--- src/hdl/muon_variable_cone_isolation_unit_defines.svh ---
// ---------------------------------------------------------------------------
// Assertion macros for the muon variable-cone isolation unit
// Each macro expects clk and arst_n in the scope of the module that uses it.
// ---------------------------------------------------------------------------
`ifndef MUON_VARIABLE_CONE_ISOLATION_UNIT_DEFINES_SVH
`define MUON_VARIABLE_CONE_ISOLATION_UNIT_DEFINES_SVH

`ifndef SYNTHESIS

// same-cycle implication
`define MVCI_ASSERT_IMP(label, ante, cons) \
	label: assert property (@(posedge clk) disable iff (!arst_n) (ante) |-> (cons)) \
		else $error("same-cycle check failed");

// next-cycle implication
`define MVCI_ASSERT_NXT(label, ante, cons) \
	label: assert property (@(posedge clk) disable iff (!arst_n) (ante) |=> (cons)) \
		else $error("next-cycle check failed");

`else

`define MVCI_ASSERT_IMP(label, ante, cons)
`define MVCI_ASSERT_NXT(label, ante, cons)

`endif

`endif

--- src/hdl/mvci_pkg.sv ---
// ---------------------------------------------------------------------------
// mvci_pkg
// Widths, constants and shared types of the muon variable-cone isolation unit.
// ---------------------------------------------------------------------------
package mvci_pkg;

	// item field widths
	localparam int PT_W       = 16;
	localparam int ETA_W      = 13;
	localparam int PHI_W      = 13;
	localparam int PID_W      = 16;
	localparam int SUM_OUT_W  = 24;
	localparam int CMAX_W     = 11;
	localparam int FRAC_W     = 8;

	// configuration port
	localparam int CFG_IDX_W  = 3;
	localparam int CFG_DATA_W = 16;

	// running sum width default
	localparam int SUM_WIDTH_DEF = 24;

	// phi wrap, 1/1024 rad
	localparam int PHI_PI     = 3217;
	localparam int PHI_TWO_PI = 6434;

	// cone arithmetic widths
	localparam int DETA_W    = ETA_W + 1;      // eta and phi differences
	localparam int DETA_SQ_W = 26;             // 8191^2 < 2^26
	localparam int DPHI_SQ_W = 24;             // 3217^2 < 2^24
	localparam int DSUM_W    = DETA_SQ_W + 1;
	localparam int D2_W      = 2 * CMAX_W;     // d2 below cone_max^2
	localparam int PTSQ_W    = 2 * PT_W;
	localparam int PROD_W    = D2_W + PTSQ_W;

	// queue between classifier and accumulator
	localparam int Q_DEPTH = 8;
	localparam int Q_AW    = $clog2(Q_DEPTH);
	localparam int Q_CW    = $clog2(Q_DEPTH + 1);

	typedef enum logic [CFG_IDX_W-1:0] {
		CFG_MUON_PT_MIN     = 3'd0,
		CFG_MUON_ETA_MAX    = 3'd1,
		CFG_TRACK_PT_MIN    = 3'd2,
		CFG_CONE_MAX        = 3'd3,
		CFG_CONE_SCALE      = 3'd4,
		CFG_ISO_NUMERATOR   = 3'd5,
		CFG_ISO_DENOMINATOR = 3'd6
	} cfg_idx_t;

	typedef struct packed {
		logic [PT_W-1:0]   muon_pt_min;
		logic [ETA_W-1:0]  muon_eta_max;
		logic [PT_W-1:0]   track_pt_min;
		logic [CMAX_W-1:0] cone_max;
		logic [PT_W-1:0]   cone_scale;
		logic [FRAC_W-1:0] iso_numerator;
		logic [FRAC_W-1:0] iso_denominator;
	} cfg_t;

	localparam cfg_t CFG_RESET = '{
		muon_pt_min:     16'd80,
		muon_eta_max:    13'd2560,
		track_pt_min:    16'd4,
		cone_max:        11'd307,
		cone_scale:      16'd40960,
		iso_numerator:   8'd3,
		iso_denominator: 8'd20
	};

	// classified item, front to back
	typedef struct packed {
		logic            is_track;
		logic [PT_W-1:0] pt;
		logic            counted;
		logic            kin;
		logic            last;
	} q_entry_t;

endpackage

--- src/hdl/mvci_if.sv ---


interface mvci_out_if;
	import mvci_pkg::*;

	logic                 valid;
	logic                 ready;
	logic                 selected;
	logic                 kinematics_ok;
	logic                 isolated;
	logic [SUM_OUT_W-1:0] track_pt_sum;
	logic                 sum_saturated;

	modport source (output valid, selected, kinematics_ok, isolated, track_pt_sum,
		sum_saturated, input ready);
	modport sink   (input valid, selected, kinematics_ok, isolated, track_pt_sum,
		sum_saturated, output ready);
endinterface

--- src/hdl/mvci_back.sv ---
// ---------------------------------------------------------------------------
// mvci_back
// Pops classified items, keeps the saturating track sum, and forms one
// result per last item through a product stage and an output register.
// ---------------------------------------------------------------------------
`include "muon_variable_cone_isolation_unit_defines.svh"

module mvci_back #(
	parameter int SUM_WIDTH = mvci_pkg::SUM_WIDTH_DEF
) (
	input  logic                clk,
	input  logic                arst_n,
	input  mvci_pkg::q_entry_t  head,
	input  logic                head_valid,
	output logic                pop,
	input  mvci_pkg::cfg_t      cfg,
	mvci_out_if.source          result_out
);
	import mvci_pkg::*;

	localparam int PW = SUM_WIDTH + FRAC_W;
	localparam logic [SUM_WIDTH-1:0] SUM_MAX = '1;

	logic [SUM_WIDTH-1:0] sum_q;
	logic                 sat_q;
	logic                 kin_q;
	logic [PT_W-1:0]      cpt_q;

	logic [SUM_WIDTH:0]   sum_add;
	logic                 sat_hit;
	logic [SUM_WIDTH-1:0] sum_d;
	logic                 sat_d, kin_d;
	logic [PT_W-1:0]      cpt_d;

	logic                 v_s1, v_s2;
	logic [SUM_WIDTH-1:0] sum_s1;
	logic                 sat_s1, kin_s1;
	logic [PT_W-1:0]      cpt_s1;
	logic [SUM_OUT_W-1:0] sum24_c;

	logic [PW-1:0]          sumden_s2;
	logic [PT_W+FRAC_W-1:0] numpt_s2;
	logic                   sat_s2, kin_s2;
	logic [SUM_OUT_W-1:0]   sum24_s2;

	logic                 ovalid_q;
	logic                 sel_q, kin_out_q, iso_q, osat_q;
	logic [SUM_OUT_W-1:0] osum_q;

	logic out_free, adv2, s2_free, adv1, s1_free, iso_c;

	assign out_free = !ovalid_q || result_out.ready;
	assign adv2     = v_s2 && out_free;
	assign s2_free  = !v_s2 || adv2;
	assign adv1     = v_s1 && s2_free;
	assign s1_free  = !v_s1 || adv1;
	// a last item leaves the queue only when the result stage has room
	assign pop      = head_valid && (!head.last || s1_free);

	always_comb begin
		sum_add = {1'b0, sum_q} + (SUM_WIDTH+1)'(head.pt);
		sat_hit = (sum_add >= {1'b0, SUM_MAX});
		sum_d   = sum_q;
		sat_d   = sat_q;
		kin_d   = kin_q;
		cpt_d   = cpt_q;
		if (!head.is_track) begin
			sum_d = '0;
			sat_d = 1'b0;
			kin_d = head.kin;
			cpt_d = head.pt;
		end else if (head.counted) begin
			sum_d = sat_hit ? SUM_MAX : sum_add[SUM_WIDTH-1:0];
			sat_d = sat_q || sat_hit;
		end
	end

	always_ff @(posedge clk or negedge arst_n) begin
		if (!arst_n) begin
			sum_q    <= '0;
			sat_q    <= 1'b0;
			kin_q    <= 1'b0;
			cpt_q    <= '0;
			v_s1     <= 1'b0;
			v_s2     <= 1'b0;
			ovalid_q <= 1'b0;
		end else begin
			if (pop) begin
				sum_q <= sum_d;
				sat_q <= sat_d;
				kin_q <= kin_d;
				cpt_q <= cpt_d;
			end
			v_s1     <= (v_s1 && !adv1) || (pop && head.last);
			v_s2     <= (v_s2 && !adv2) || adv1;
			ovalid_q <= (ovalid_q && !result_out.ready) || adv2;
		end
	end

	generate
		if (SUM_WIDTH >= SUM_OUT_W) begin : g_sum_trunc
			assign sum24_c = sum_s1[SUM_OUT_W-1:0];
		end else begin : g_sum_ext
			assign sum24_c = {{(SUM_OUT_W-SUM_WIDTH){1'b0}}, sum_s1};
		end
	endgenerate

	assign iso_c = sumden_s2 < PW'(numpt_s2);

	always_ff @(posedge clk) begin
		if (pop && head.last) begin
			sum_s1 <= sum_d;
			sat_s1 <= sat_d;
			kin_s1 <= kin_d;
			cpt_s1 <= cpt_d;
		end
		if (adv1) begin
			sumden_s2 <= sum_s1 * cfg.iso_denominator;
			numpt_s2  <= cfg.iso_numerator * cpt_s1;
			sat_s2    <= sat_s1;
			kin_s2    <= kin_s1;
			sum24_s2  <= sum24_c;
		end
		if (adv2) begin
			sel_q     <= kin_s2 && iso_c;
			kin_out_q <= kin_s2;
			iso_q     <= iso_c;
			osum_q    <= sum24_s2;
			osat_q    <= sat_s2;
		end
	end

	assign result_out.valid         = ovalid_q;
	assign result_out.selected      = sel_q;
	assign result_out.kinematics_ok = kin_out_q;
	assign result_out.isolated      = iso_q;
	assign result_out.track_pt_sum  = osum_q;
	assign result_out.sum_saturated = osat_q;

	// the sticky flag only stands with a clamped sum
	`MVCI_ASSERT_IMP(a_sat_means_max, sat_q, sum_q == SUM_MAX)
	// a waiting product stage holds while the output register is blocked
	`MVCI_ASSERT_NXT(a_s2_holds, v_s2 && !out_free, v_s2)

endmodule

--- src/flat_wrapper.sv ---
// flat-port wrapper written by rule: the top's interface ports become plain ports
module mvci_back_flat import mvci_pkg::*;
#(
	parameter int SUM_WIDTH = mvci_pkg::SUM_WIDTH_DEF
)
  (clk, arst_n, head, head_valid, pop, cfg, result_out_valid, result_out_selected, result_out_kinematics_ok, result_out_isolated, result_out_track_pt_sum, result_out_sum_saturated, result_out_ready);
  mvci_out_if result_out_i ();
  input  logic clk;
  input  logic arst_n;
  input  mvci_pkg::q_entry_t head;
  input  logic head_valid;
  output logic pop;
  input  mvci_pkg::cfg_t cfg;
  output wire logic [$bits(result_out_i.valid)-1:0] result_out_valid;
  output wire logic [$bits(result_out_i.selected)-1:0] result_out_selected;
  output wire logic [$bits(result_out_i.kinematics_ok)-1:0] result_out_kinematics_ok;
  output wire logic [$bits(result_out_i.isolated)-1:0] result_out_isolated;
  output wire logic [$bits(result_out_i.track_pt_sum)-1:0] result_out_track_pt_sum;
  output wire logic [$bits(result_out_i.sum_saturated)-1:0] result_out_sum_saturated;
  input wire logic [$bits(result_out_i.ready)-1:0] result_out_ready;
  assign result_out_valid = result_out_i.valid;
  assign result_out_selected = result_out_i.selected;
  assign result_out_kinematics_ok = result_out_i.kinematics_ok;
  assign result_out_isolated = result_out_i.isolated;
  assign result_out_track_pt_sum = result_out_i.track_pt_sum;
  assign result_out_sum_saturated = result_out_i.sum_saturated;
  assign result_out_i.ready = result_out_ready;
  mvci_back #(.SUM_WIDTH(SUM_WIDTH)) u_core (.clk(clk), .arst_n(arst_n), .head(head), .head_valid(head_valid), .pop(pop), .cfg(cfg), .result_out(result_out_i));
endmodule
--- config.mk ---
export PLATFORM = sky130hd
export DESIGN_NAME = mvci_back_flat
export DESIGN_NICKNAME = d
export VERILOG_FILES = /design/src/hdl/mvci_pkg.sv /design/src/hdl/mvci_if.sv /design/src/hdl/mvci_back.sv /design/src/flat_wrapper.sv
export VERILOG_INCLUDE_DIRS = /design/src /design/src/hdl
export SDC_FILE = /design/constraint.sdc
export NUM_CORES = 1
export LEC_CHECK = 0
export BUFFER_PORTS_ARGS = -buffer_cell sky130_fd_sc_hd__buf_4
export CAP_MARGIN = 20
export CORE_ASPECT_RATIO = 1.4
export CORE_MARGIN = 2
export CORE_UTILIZATION = 55
export CTS_CLUSTER_DIAMETER = 120
export DETAILED_ROUTE_END_ITERATION = 10
export PLACE_DENSITY = 0.7
export SLEW_MARGIN = 10
export SYNTH_ARGS = -nofsm -noshare
export SYNTH_HDL_FRONTEND = slang
export SYNTH_SLANG_ARGS = --single-unit
--- constraint.sdc ---
create_clock -name clk -period 8 [get_ports clk]
set_input_delay 0.4 -clock clk [delete_from_list [all_inputs] [get_ports clk]]
set_output_delay 0.4 -clock clk [all_outputs]
set_load 0.1 [all_outputs]
Word level (Yosys, flattened, before mapping). Index checks and enable logic that the tools add are counted.

Flip-flop bits (word level): 197. Output and inout bits: 30.

Reduce and logical (&&, ||, !) cells: 23. Add/sub/neg operators: 1. Order comparisons: 2. Multiplexer cells: 7. $mul: 2.

Operators with widths (count): 24-bit two-way mux (3); 32-bit by 24-bit < comparator with 1-bit output (1); 24-bit by 8-bit multiplier with 32-bit output (1); 24-bit by 16-bit adder with 25-bit output (1); 25-bit by 24-bit greater-or-equal comparator with 1-bit output, second input constant (1); 8-bit by 16-bit multiplier with 24-bit output (1); 16-bit two-way mux (1); 1-bit logical AND (8); 1-bit logical OR (8); 1-bit zero test (7); 1-bit two-way mux (3).

Depth between registers and ports, before layout. Gate-level depths: netlist (run 1).

Word-level depth: 10. Depth in mapped cells: 20. Mapped depth without buffers: 19.

Worst setup path after synthesis (run 1). No wires, ideal clock.

Path kind: register -> register. Start point: register u_core.ovalid_q, in the netlist u_core.result_out.valid. End point: register u_core.kin_s2, enable pin. Period minus slack after synthesis: 7674 ps. Cell stages (with the launch flop): 3. Data required time: 7352 ps. Data arrival time: 7026 ps. Library setup time: 648 ps. Path slack: 326 ps. Path through: dfrtp_1 > nor2b_1 > a21boi_0.

Word-level cells in the longest chain between the ends: 5.

RTL lines: from (decl) (RTL line mvci_back.sv:46) `logic ovalid_q;`; from (signal assigned) (RTL line mvci_back.sv:96) `ovalid_q <= (ovalid_q && !result_out.ready) || adv2;`; 1-bit zero test (RTL line mvci_back.sv:52) `assign out_free = !ovalid_q || result_out.ready;`; 1-bit logical OR (RTL line mvci_back.sv:52); 1-bit logical AND (RTL line mvci_back.sv:53) `assign adv2 = v_s2 && out_free;`; 1-bit logical OR (RTL line mvci_back.sv:54) `assign s2_free = !v_s2 || adv2;`; 1-bit logical AND (RTL line mvci_back.sv:55) `assign adv1 = v_s1 && s2_free;`; net u_core.adv1 (RTL line mvci_back.sv:50) `logic out_free, adv2, s2_free, adv1, s1_free, iso_c;`; to (signal assigned) (RTL line mvci_back.sv:121) `kin_s2 <= kin_s1;`; to (decl) (RTL line mvci_back.sv:43) `logic sat_s2, kin_s2;`.

The timed path passes the listed nets, and every way through them passes these cells. A chain may end at the register's enable or synchronous reset.

Final worst setup path (run 1).
Start point: register u_core.sum_s1[5], in the netlist u_core.sum24_c[5]. End point: register u_core.sumden_s2[31] (data pin).

Word-level cells in the longest chain between the ends: 1.

RTL lines: from (decl) (RTL line mvci_back.sv:36) `logic [SUM_WIDTH-1:0] sum_s1;`; from (signal assigned) (RTL line mvci_back.sv:112) `sum_s1 <= sum_d;`; 24-bit by 8-bit multiplier with 32-bit output (RTL line mvci_back.sv:118) `sumden_s2 <= sum_s1 * cfg.iso_denominator;`; to (signal assigned) (RTL line mvci_back.sv:118); to (decl) (RTL line mvci_back.sv:41) `logic [PW-1:0] sumden_s2;`.

No other way between the ends.

==> metrics.csv, run 1 <==
stage,metric,value,unit
critical_path,cp-startpoint,u_core.sum24_c[5]$_DFFE_PP_,
place,place_ws,2.19,ns
critical_path,reg2reg_depth,18,
pwr,worst_ir_drop_vdd,0.164,mV
yosys,syn_avg_cell_area,10.2,µm²
sta,hold_viol_final,0,
floorplan,die-area,34900,µm²
yosys,synth_edf_count,152,
drt,first_iter_violations,778,
critical_path,worstSetupStartpointType,register,
floorplan,ios,142,
sta,fin_crit_sh,72.2,%
pwr,leakage,9.26,nW
sta,finalMaxSlewViolations,0,
global_route,grtUsageTotal,24.3,%
floorplan,rows,79,
drt,vias,12700,
floorplan,die_height,220,µm
final_layout,syn_to_final_growth,8.34,%
sta,grt_setup_unrepaired,false,
yosys,synth_area,18400,µm²
drt,drt_first_pass_iters,5,
final_layout,fin_util,60.2,%
drt,via_per_inst,5.50,
clock_network,cts_max_level,4,
sta,finalSetupViolCount,0,
final_layout,drive_gt1_share,7.75,%
yosys,ys_ff_latch,197,
sta,tightest_slew,1.05,ns
yosys,async_reset_ff_share,22.8,%
drt,wl,39300,µm
drt,ant_nets,0,
floorplan,initial_core_util,55.5,%
final_layout,nNetsFinal,2310,
clock_network,clk_path_buf_depth,2,
clock_network,cts_tree,built,
critical_path,endpoint,u_core.sumden_s2[31]$_DFFE_PP_,
clock_network,post_cts_buffers,0,
place,gp_congestion,0.882,
sta,fmax,0.173,GHz
global_route,grt_max_degree,81,
pwr,power.density,261,nW/µm²
clock_network,cts_resized,0,
final_layout,layout_common_cells,"inv_1 (302), and2_1 (239), fa_1 (217)",
sta,timing.final.ws_setup,2.23,ns
floorplan,core-area,33100,µm²
final_layout,diodes,0,
global_route,antenna_found_initial,0,
place,hpwlAfterDp,29800,µm
global_route,grt_pass1_wl,66000,µm
critical_path,worstReg2RegEnd,u_core.sumden_s2[31]$_DFFE_PP_,
job,cap_violations,0,
drt,wire_per_inst,17.1,µm
yosys,synthDistinctLibCells,68,
critical_path,crit_fanout,9,
final_layout,nFillCells,2816,
status,outcome,finished clean,
sta,fin_crit,5.77,ns
critical_path,rrSetupSlack,2.23,ns
critical_path,reg2reg_from,u_core.sum24_c[5]$_DFFE_PP_,
clock_network,cts_buffers,17,
global_route,grt_overflow,0,
yosys,yosysSeqAreaShare,30.9,%
yosys,syn_nets,2267,
place,numPortBuffers,69,
critical_path,crit_path_end_kind,register,
clock_network,clk-insertion-delay-late,0.46,ns
critical_path,crit_arrival,6.06,ns
global_route,grt_pass1_vias,13300,
sta,timing.slew.headroom,29.9,%
clock_network,cts-root-buf,clkbuf_16,
clock_network,clock_sinks,197,
yosys,synth_flop_cell,edfxtp_1,
final_layout,mostFrequentLayoutCell,inv_1,
worst_hold_path,min_path_type,primary input to register,
drt,drc,0,
sta,fin_skew,0.0164,ns
critical_path,path_class,register to register,
critical_path,critPathRequiredTime,8.28,ns
yosys,ys_warn_count,0,
sta,setup-tns-final,0,ns
floorplan,dieWidth,159,µm
clock_network,clk_pin_slew_worst_paths,0.08,ns
yosys,synthCells,1803,
==> stage by stage <==
stage | hold slack, ns | instance area (µm²) | cells | total power [mW]
2_1_floorplan | 0.104 | 18400 | 1803 | 3.69
3_3_place_gp | 0.401 | 19300 | 2271 | 4.26
3_5_place_dp | 0.405 | 19300 | 2271 | 4.33
4_1_cts | 0.256 | 19900 | 2304 | 5.24
5_1_grt | 0.270 | 19900 | 2304 | 5.68
6_report | 0.275 | 19900 | 2304 | 5.20
==> kinds of logic after synthesis <==
kind of cell | count (synthesis) | share of synthesized area, %
AOI/OAI and AO/OA | 248 | 8.75
xor gates and xnor gates | 61 | 2.91
adders and majority gates | 352 | 32.8
buffers and inverters | 351 | 7.25
DFF | 197 | 30.9
muxes | 21 | 1.27
and+or+nand+nor | 573 | 16.1
==> how the worst min path moves through the flow <==
stage	depth (start not counted)	startpoint	to	slack [ns]
final	2	head[1]	u_core.kin_s1$_DFFE_PP_	0.27
after floorplan	0	arst_n	u_core.cpt_q[0]$_DFFE_PN0P_	0.10
after global placement	0	u_core.sum24_s2[12]$_DFFE_PP_	u_core.result_out.track_pt_sum[12]$_DFFE_PP_	0.40
after global routing	2	head[1]	u_core.kin_s1$_DFFE_PP_	0.27
after detailed placement	0	u_core.sum24_s2[10]$_DFFE_PP_	u_core.result_out.track_pt_sum[10]$_DFFE_PP_	0.40
after CTS	2	head[1]	u_core.kin_s1$_DFFE_PP_	0.26
==> cells in the mapped netlist, drive strengths merged (5+ instances only) <==
library cell / n / share of area [%]
ha: 135 / 9.2
nand2b: 7 / 0.24
a21o: 25 / 1.0
buf: 7 / 0.18
and2: 239 / 8.1
fa: 217 / 24
o21a: 5 / 0.20
mux2: 19 / 1.2
o21bai: 7 / 0.29
nor2: 61 / 1.2
nand3: 13 / 0.35
a31oi: 15 / 0.51
o31ai: 6 / 0.24
xor2: 23 / 1.1
inv: 302 / 6.2
clkbuf: 41 / 0.84
and3: 13 / 0.44
nor2b: 6 / 0.20
nor3: 17 / 0.49
nand4: 13 / 0.51
xnor2: 38 / 1.8
nand2: 191 / 3.9
a22o: 8 / 0.38
o21ai: 59 / 1.6
a211oi: 14 / 0.60
dfrtp: 45 / 6.1
edfxtp: 152 / 25
a21oi: 66 / 1.8
o211ai: 9 / 0.42
==> sequential cells by signal, indices dropped and copies added, names as in the netlist, 16 cells and up <==
register,count
u_core.cpt_s1,16
u_core.sum24_c,24
u_core.result_out.track_pt_sum,24
u_core.sum_q,24
u_core.cpt_q,16
u_core.sum24_s2,24
u_core.sumden_s2,32
u_core.numpt_s2,24
==> repair_timing <==
action | 4_1_cts | 5_1_grt
endpoints found under the setup margin | 0 | 0
hold endpoints to repair | 45 | 0
hold buffers | 1 | 0
==> worst max-delay path, cell delays in order (launching register included) <==
cell and delay (ns):
edfxtp_1 0.60, nand2_1 0.14, fa_1 0.52, fa_1 0.55
inv_1 0.05, fa_1 0.48, inv_1 0.06, fa_1 0.48
inv_1 0.04, ha_1 0.28, o21ai_0 0.11, a21oi_1 0.23
o211ai_1 0.16, a211oi_1 0.41, o21ai_0 0.35, o21a_1 0.32
o311ai_1 0.41, a2111oi_0 0.18, nor3b_1 0.23
==> per-layer routing <==
metal,vias to the layer above,GRT usage (%),part of all wire [%],wire length [µm]
met4,0,8.14,2.5,970
li1,5950,-,-,-
met2,295,43.4,52,20500
met5,-,0,0,0
met1,6353,30.8,42,16400
met3,63,2.80,3.7,1470
==> report_power, final <==
group	leakage [nW]	internal (mW)	total, mW	switching [mW]
sequential	2.03	1.41	1.50	0.0958
clock	0.298	0.429	0.877	0.448
combinational	6.93	1.18	2.82	1.64
total	9.26	3.01	5.20	2.19
==> cell type report <==
class	count	area [µm²]	share of cell area, %
clock inverter	15	185	0.930
tap	445	557	2.79
inverter	302	1130	5.69
multi-input combinational	1255	11400	57.1
sequential	197	5690	28.6
timing repair buffer	73	551	2.76
clock buffer	17	425	2.14
Note: power is estimated with default switching activity, not from simulation.
==> inputs of run 2 (changes only) <==
ABC_AREA = 1   (was default)
clock period = 5.7 ns   (was 8 ns; I/O delays follow)
==> run 2 against run 1 <==
Against the previous run:
- via count up 18%
- clock-buffer cell count stayed put
- clock power increased by 44%
- critical path type unchanged
==> metrics.csv, run 2 <==
stage,metric,value,unit
status,outcome,finished clean,
critical_path,crit_fanout,8,
pwr,finalPower,7.74,mW
final_layout,top_register,u_core.sumden_s2,
sta,fin_crit,5.24,ns
yosys,ys_top_cells_by_area,"edfxtp_1 (23%), fa_1 (22%), nand2_1 (13%)",
sta,timing.slew.headroom,48.1,%
yosys,ys_warn_count,0,
yosys,ys_top_cells_by_count,"nand2_1 (675), inv_1 (655), fa_1 (217), edfxtp_1 (152), ha_1 (135)",
yosys,ys_ff_latch,197,
yosys,synthCells,2441,
final_layout,syn_to_final_growth,7.48,%
drt,first_iter_violations,864,
sta,setup-tns-final,0,ns
drt,wire_per_inst,16.2,µm
critical_path,worstReg2RegEnd,u_core.numpt_s2[20]$_DFFE_PP_,
floorplan,rows,81,
yosys,synth_area,19600,µm²
yosys,syn_nets,2905,
pwr,power.density,366,nW/µm²
final_layout,nFillCells,3160,
place,place_ws,0.593,ns
critical_path,worstSetupStartpointType,register,
pwr,leakage,11.9,nW
sta,hold_viol_final,0,
global_route,antenna_found_initial,0,
critical_path,cp-startpoint,u_core.cpt_s1[3]$_DFFE_PP_,
drt,drc,0,
yosys,yosysSeqAreaShare,29.0,%
global_route,grt_pass1_vias,16000,
critical_path,crit_path_frequent_cell,inv_1,
yosys,netlist.area_leader.share,23.2,%
worst_hold_path,holdPathStages,3,
yosys,async_reset_ff_share,22.8,%
sta,finalSetupViolCount,0,
critical_path,reg2reg_from,u_core.cpt_s1[3]$_DFFE_PP_,
final_layout,nNetsFinal,2913,
global_route,grt_overflow,0,
clock_network,cts-root-buf,clkbuf_16,
final_layout,diodes,0,
clock_network,clk_path_buf_depth,2,
worst_hold_path,min_path_type,primary input to register,
floorplan,die_height,228,µm
yosys,synth_edf_count,152,
place,numPortBuffers,69,
job,cap_violations,0,
final_layout,mostFrequentLayoutCell,nand2_1,
critical_path,cpPeakStageDelay,0.53,ns
sta,timing.hold.ws,0.0577,ns
pwr,worst_ir_drop_vdd,0.253,mV
worst_hold_path,hold_end,u_core.v_s1$_DFF_PN0_,
yosys,syn_avg_cell_area,8.05,µm²
floorplan,initial_core_util,56.0,%
critical_path,crit_path_end_kind,register,
drt,via_per_inst,5.14,
yosys,synth_flop_cell,edfxtp_1,
clock_network,cts_tree,built,
critical_path,path_cells,nand2_1 > inv_1 > fa_1 > inv_1 > fa_1 > inv_1 > fa_1 > inv_1 > fa_1 > inv_1 > ha_1 > a21oi_1 > o21ai_0 > a21oi_1 > inv_1 > a21oi_1 > o21ai_0 > a21boi_0 > o21ai_0 > xor2_1,
final_layout,drive_gt1_share,4.83,%
global_route,grt_max_degree,83,
critical_path,reg2reg_depth,20,
worst_hold_path,min_from,head[0],
floorplan,die-area,37300,µm²
sta,timing.final.ws_setup,0.458,ns
final_layout,stdcell_count,2918,
floorplan,core-area,35100,µm²
clock_network,clk_pin_slew_worst_paths,0.08,ns
drt,wl,47300,µm
sta,fin_skew,0.0107,ns
clock_network,cts_buffers,17,
critical_path,path_class,register to register,
drt,drt_first_pass_iters,5,
critical_path,crit_arrival,5.44,ns
drt,vias,15000,
sta,fin_crit_sh,92.0,%
yosys,synthDistinctLibCells,42,
yosys,yosys.area.top_type,edfxtp_1,
place,gp_congestion,0.924,
final_layout,largest_reg_flops,32,
final_layout,layout_common_cells,"nand2_1 (675), inv_1 (654), fa_1 (217)",
place,placed_cells,2883,
clock_network,cts_resized,0,
floorplan,dieWidth,164,µm
critical_path,crit_slowest_cell,fa_1,
clock_network,clk-insertion-delay-late,0.45,ns
drt,ant_nets,0,
global_route,grt_pass1_wl,78800,µm
sta,grt_setup_unrepaired,false,
clock_network,clock_sinks,197,
sta,fmax,0.191,GHz
critical_path,rrSetupSlack,0.46,ns
critical_path,critPathRequiredTime,5.90,ns
yosys,yosysMostFrequentCell,nand2_1,
global_route,grtUsageTotal,27.4,%
sta,finalMaxSlewViolations,0,
place,hpwlAfterDp,37600,µm
floorplan,ios,142,
sta,tightest_slew,0.776,ns
clock_network,cts_max_level,4,
## run 2: cell count changes in the layout (fill, tap and decap cells not counted), sizes merged, moves of 19 or more
cell   before  now
nor2       61  102
nand3      13   61
nand2     191  676
a21o       25    2
a21oi      66   94
inv       312  660
mux2       19    0
and2      239    2
## run 2: power breakdown
part / switching, mW / total, mW / internal (mW)
sequential: 0.126 / 2.12 / 2.00
combinational: 2.73 / 4.35 / 1.62
clock: 0.596 / 1.26 / 0.665
## run 2: layer usage
layer / track usage [%] / vias to the layer above / part of all wire (%)
met3: 3.90 / 128 / 3.9
met2: 49.4 / 377 / 51
li1: - / 7282 / -
met5: 0 / - / 0
met4: 16.6 / 0 / 6.6
met1: 30.7 / 7197 / 38
## run 2: cells by family after synthesis
| kind of cell | count (synthesis) | share of synthesized area [%] |
|---|---|---|
| flip-flops | 197 | 29.0 |
| AND/OR/NAND/NOR | 894 | 18.2 |
| XOR/XNOR | 50 | 2.23 |
| AO/OA/AOI/OAI | 198 | 5.40 |
| adder cells (fa/ha/maj) | 352 | 30.7 |
| buffers and inverters | 750 | 14.5 |
## run 2: repair_timing
| item | CTS | global route |
|---|---|---|
| buffers inserted | 0 | 0 |
| endpoints found under the hold margin | 45 | 0 |
| hold buffers | 1 | 0 |
## run 2: critical path: cells and delay by family, from the launching register on
family | cells | cell delay [ns]
fa+ha+maj | 5 | 2.39
simple gates | 1 | 0.11
compound gates | 7 | 1.44
xor+xnor | 1 | 0.15
flops | 1 | 0.52
buf+inv | 6 | 0.36
## run 2: worst max-delay path by stage
stage / endpoint / slack (ns)
3_5_place_dp: u_core.numpt_s2[20]$_DFFE_PP_ / 0.59
3_3_place_gp: u_core.numpt_s2[20]$_DFFE_PP_ / 0.64
6_report: u_core.numpt_s2[20]$_DFFE_PP_ / 0.46
5_1_grt: u_core.numpt_s2[20]$_DFFE_PP_ / 0.11
2_1_floorplan: u_core.numpt_s2[20]$_DFFE_PP_ / 0.67
4_1_cts: u_core.numpt_s2[20]$_DFFE_PP_ / 0.53
## run 2: area by class of cell
type                            count  area [µm²]  share of cell area, %
Multi-Input combinational cell   1494       11100                   52.6
Sequential cell                   197        5690                   26.9
Inverter                          657        2470                   11.7
Timing Repair Buffer               82         658                   3.12
Tap cell                          456         571                   2.70
Clock buffer                       17         425                   2.01
Clock inverter                     15         188                  0.889
## run 2: per-stage QoR
step / area, µm² / utilization, %
2_1_floorplan: 19600 / -
3_3_place_gp: 20400 / 58.3
3_5_place_dp: 20400 / 58.3
4_1_cts: 21100 / 60.1
5_1_grt: 21100 / 60.2
6_report: 21100 / 60.2
==> inputs of run 3 (changes only) <==
HOLD_SLACK_MARGIN = 0.15   (was default)
==> run 3 against run 2 <==
Against the previous run:
- clock-buffer cell count unchanged
- sequential cell count stayed put
- first-iteration DRC count is 2.8% higher
- utilization rose by 0.086 points
- sequential power barely moved
- largest cell class unchanged
==> metrics.csv, run 3 (same netlist as run 2, synthesis figures left out) <==
stage,metric,value,unit
drt,via_per_inst,5.15,
critical_path,worstReg2RegEnd,u_core.numpt_s2[20]$_DFFE_PP_,
pwr,switching_share,44.7,%
final_layout,diodes,0,
critical_path,crit_path_end_kind,register,
final_layout,layout_common_cells,"nand2_1 (675), inv_1 (654), fa_1 (217)",
global_route,antenna_found_initial,0,
pwr,power.density,366,nW/µm²
sta,timing.slew.headroom,49.3,%
sta,hold_viol_final,0,
final_layout,nFillCells,3155,
sta,setup-tns-final,0,ns
pwr,p_seq_share,27.4,%
global_route,grt_overflow,0,
global_route,grt_pass1_vias,16000,
pwr,power_frac_clock,16.3,%
floorplan,ios,142,
critical_path,reg2reg_from,u_core.cpt_s1[3]$_DFFE_PP_,
final_layout,final_area,21100,µm²
critical_path,critPathRequiredTime,5.90,ns
clock_network,clock_sinks,197,
floorplan,die-area,37300,µm²
floorplan,dieWidth,164,µm
critical_path,worstSetupStartpointType,register,
sta,grt_setup_unrepaired,false,
pwr,power.internal,4.28,mW
final_layout,top_register,u_core.sumden_s2,
sta,fin_crit,5.28,ns
sta,finalSetupViolCount,0,
clock_network,post_cts_buffers,0,
pwr,net-switching-power,3.46,mW
global_route,grtUsageTotal,27.5,%
floorplan,die_height,228,µm
critical_path,crit_fanout,8,
clock_network,clk_pin_slew_worst_paths,0.08,ns
drt,wl,47400,µm
critical_path,reg2reg_depth,20,
job,cap_violations,0,
clock_network,cts_tree,built,
worst_hold_path,min_from,head[1],
pwr,worst_ir_drop_vdd,0.253,mV
global_route,grt_pass1_wl,78900,µm
place,dpl_cell_area,20400,µm²
drt,drc,0,
final_layout,mostFrequentLayoutCell,nand2_1,
critical_path,path_class,register to register,
sta,tightest_slew,0.759,ns
clock_network,clk_path_buf_depth,2,
pwr,leakage,11.9,nW
clock_network,clk-insertion-delay-late,0.46,ns
drt,drt_first_pass_iters,5,
clock_network,cts_buffers,17,
sta,fin_skew,0.0106,ns
pwr,finalPower,7.74,mW
floorplan,initial_core_util,56.0,%
sta,finalMaxSlewViolations,0,
floorplan,rows,81,
critical_path,crit_arrival,5.48,ns
drt,ant_nets,0,
sta,fin_crit_sh,92.6,%
final_layout,syn_to_final_growth,7.64,%
place,gp_congestion,0.924,
final_layout,largest_reg_flops,32,
floorplan,core-area,35100,µm²
status,outcome,finished clean,
drt,first_iter_violations,888,
drt,wire_per_inst,16.2,µm
final_layout,drive_gt1_share,4.83,%
place,hpwlAfterDp,37600,µm
worst_hold_path,min_path_type,primary input to register,
drt,vias,15000,
clock_network,cts_max_level,4,
clock_network,cts-root-buf,clkbuf_16,
sta,fmax,0.189,GHz
pwr,p_comb_share,56.3,%
final_layout,nNetsFinal,2916,
global_route,grt_max_degree,83,
critical_path,cp-startpoint,u_core.cpt_s1[3]$_DFFE_PP_,
place,numPortBuffers,69,
critical_path,rrSetupSlack,0.42,ns
critical_path,endpoint,u_core.numpt_s2[20]$_DFFE_PP_,
-- run 3: changes by cell type in the layout (fill, tap and decap cells not counted), sizes merged --
cell         previous run  this run
dlygate4sd3             1         4
-- run 3: worst max-delay path, stage by stage (launching register included) --
cell	delay [ns]
edfxtp_1	0.52
nand2_1	0.12
inv_1	0.06
fa_1	0.53
inv_1	0.05
fa_1	0.47
inv_1	0.06
fa_1	0.53
inv_1	0.06
fa_1	0.52
inv_1	0.04
ha_1	0.34
a21oi_1	0.23
o21ai_0	0.13
a21oi_1	0.27
inv_1	0.09
a21oi_1	0.24
o21ai_0	0.17
a21boi_0	0.31
o21ai_0	0.14
xor2_1	0.15
-- run 3: how the worst min path moves through the flow --
stage	endpoint	slack [ns]	cells after the start
floorplan	u_core.cpt_q[0]$_DFFE_PN0P_	-0.01	0
global placement	u_core.result_out.valid$_DFF_PN0_	0.33	1
detailed placement	u_core.result_out.valid$_DFF_PN0_	0.33	1
CTS	u_core.cpt_s1[9]$_DFFE_PP_	0.19	3
global route	u_core.kin_s1$_DFFE_PP_	0.21	3
finish	u_core.kin_s1$_DFFE_PP_	0.19	3
-- run 3: cell type report --
type	count	area [µm²]	share of cell area, %
clock inverters	15	188	0.888
clock buffers	17	425	2.01
multi-input cells	1494	11100	52.6
flip-flops and latches	197	5690	26.9
repair buffers	85	688	3.25
inverters	657	2470	11.7
well taps	456	571	2.70
-- run 3: through the flow --
step | util, % | hold slack (ns) | setup WS [ns] | std cells
after floorplan | - | -0.0106 | 0.670 | 2441
after global placement | 58.3 | 0.329 | 0.644 | 2883
after detailed placement | 58.3 | 0.327 | 0.593 | 2883
after CTS | 60.1 | 0.187 | 0.531 | 2919
after global routing | 60.3 | 0.213 | 0.110 | 2921
final | 60.3 | 0.195 | 0.419 | 2921
-- run 3: repair_timing --
action / 4_1_cts / 5_1_grt
resized for setup: 0 / 0
endpoints found under the hold margin: 49 / 0
hold buffers: 4 / 0
-- run 3: power by group through the flow --
stage	clock (mW)	combinational (mW)	sequential [mW]
finish	1.26	4.36	2.12
global route	1.33	5.02	2.15
CTS	1.28	4.38	2.13
detailed placement	0	4.33	2.16
global placement	0	4.23	2.15
floorplan	0	3.22	2.19
-- run 3: layer usage --
| layer | GRT usage (%) | up-vias | wire [µm] |
|---|---|---|---|
| met5 | 0 | - | 0 |
| met2 | 49.5 | 409 | 24300 |
| met4 | 16.6 | 0 | 3130 |
| met1 | 30.6 | 7216 | 17900 |
| li1 | - | 7292 | - |
| met3 | 3.90 | 130 | 2060 |
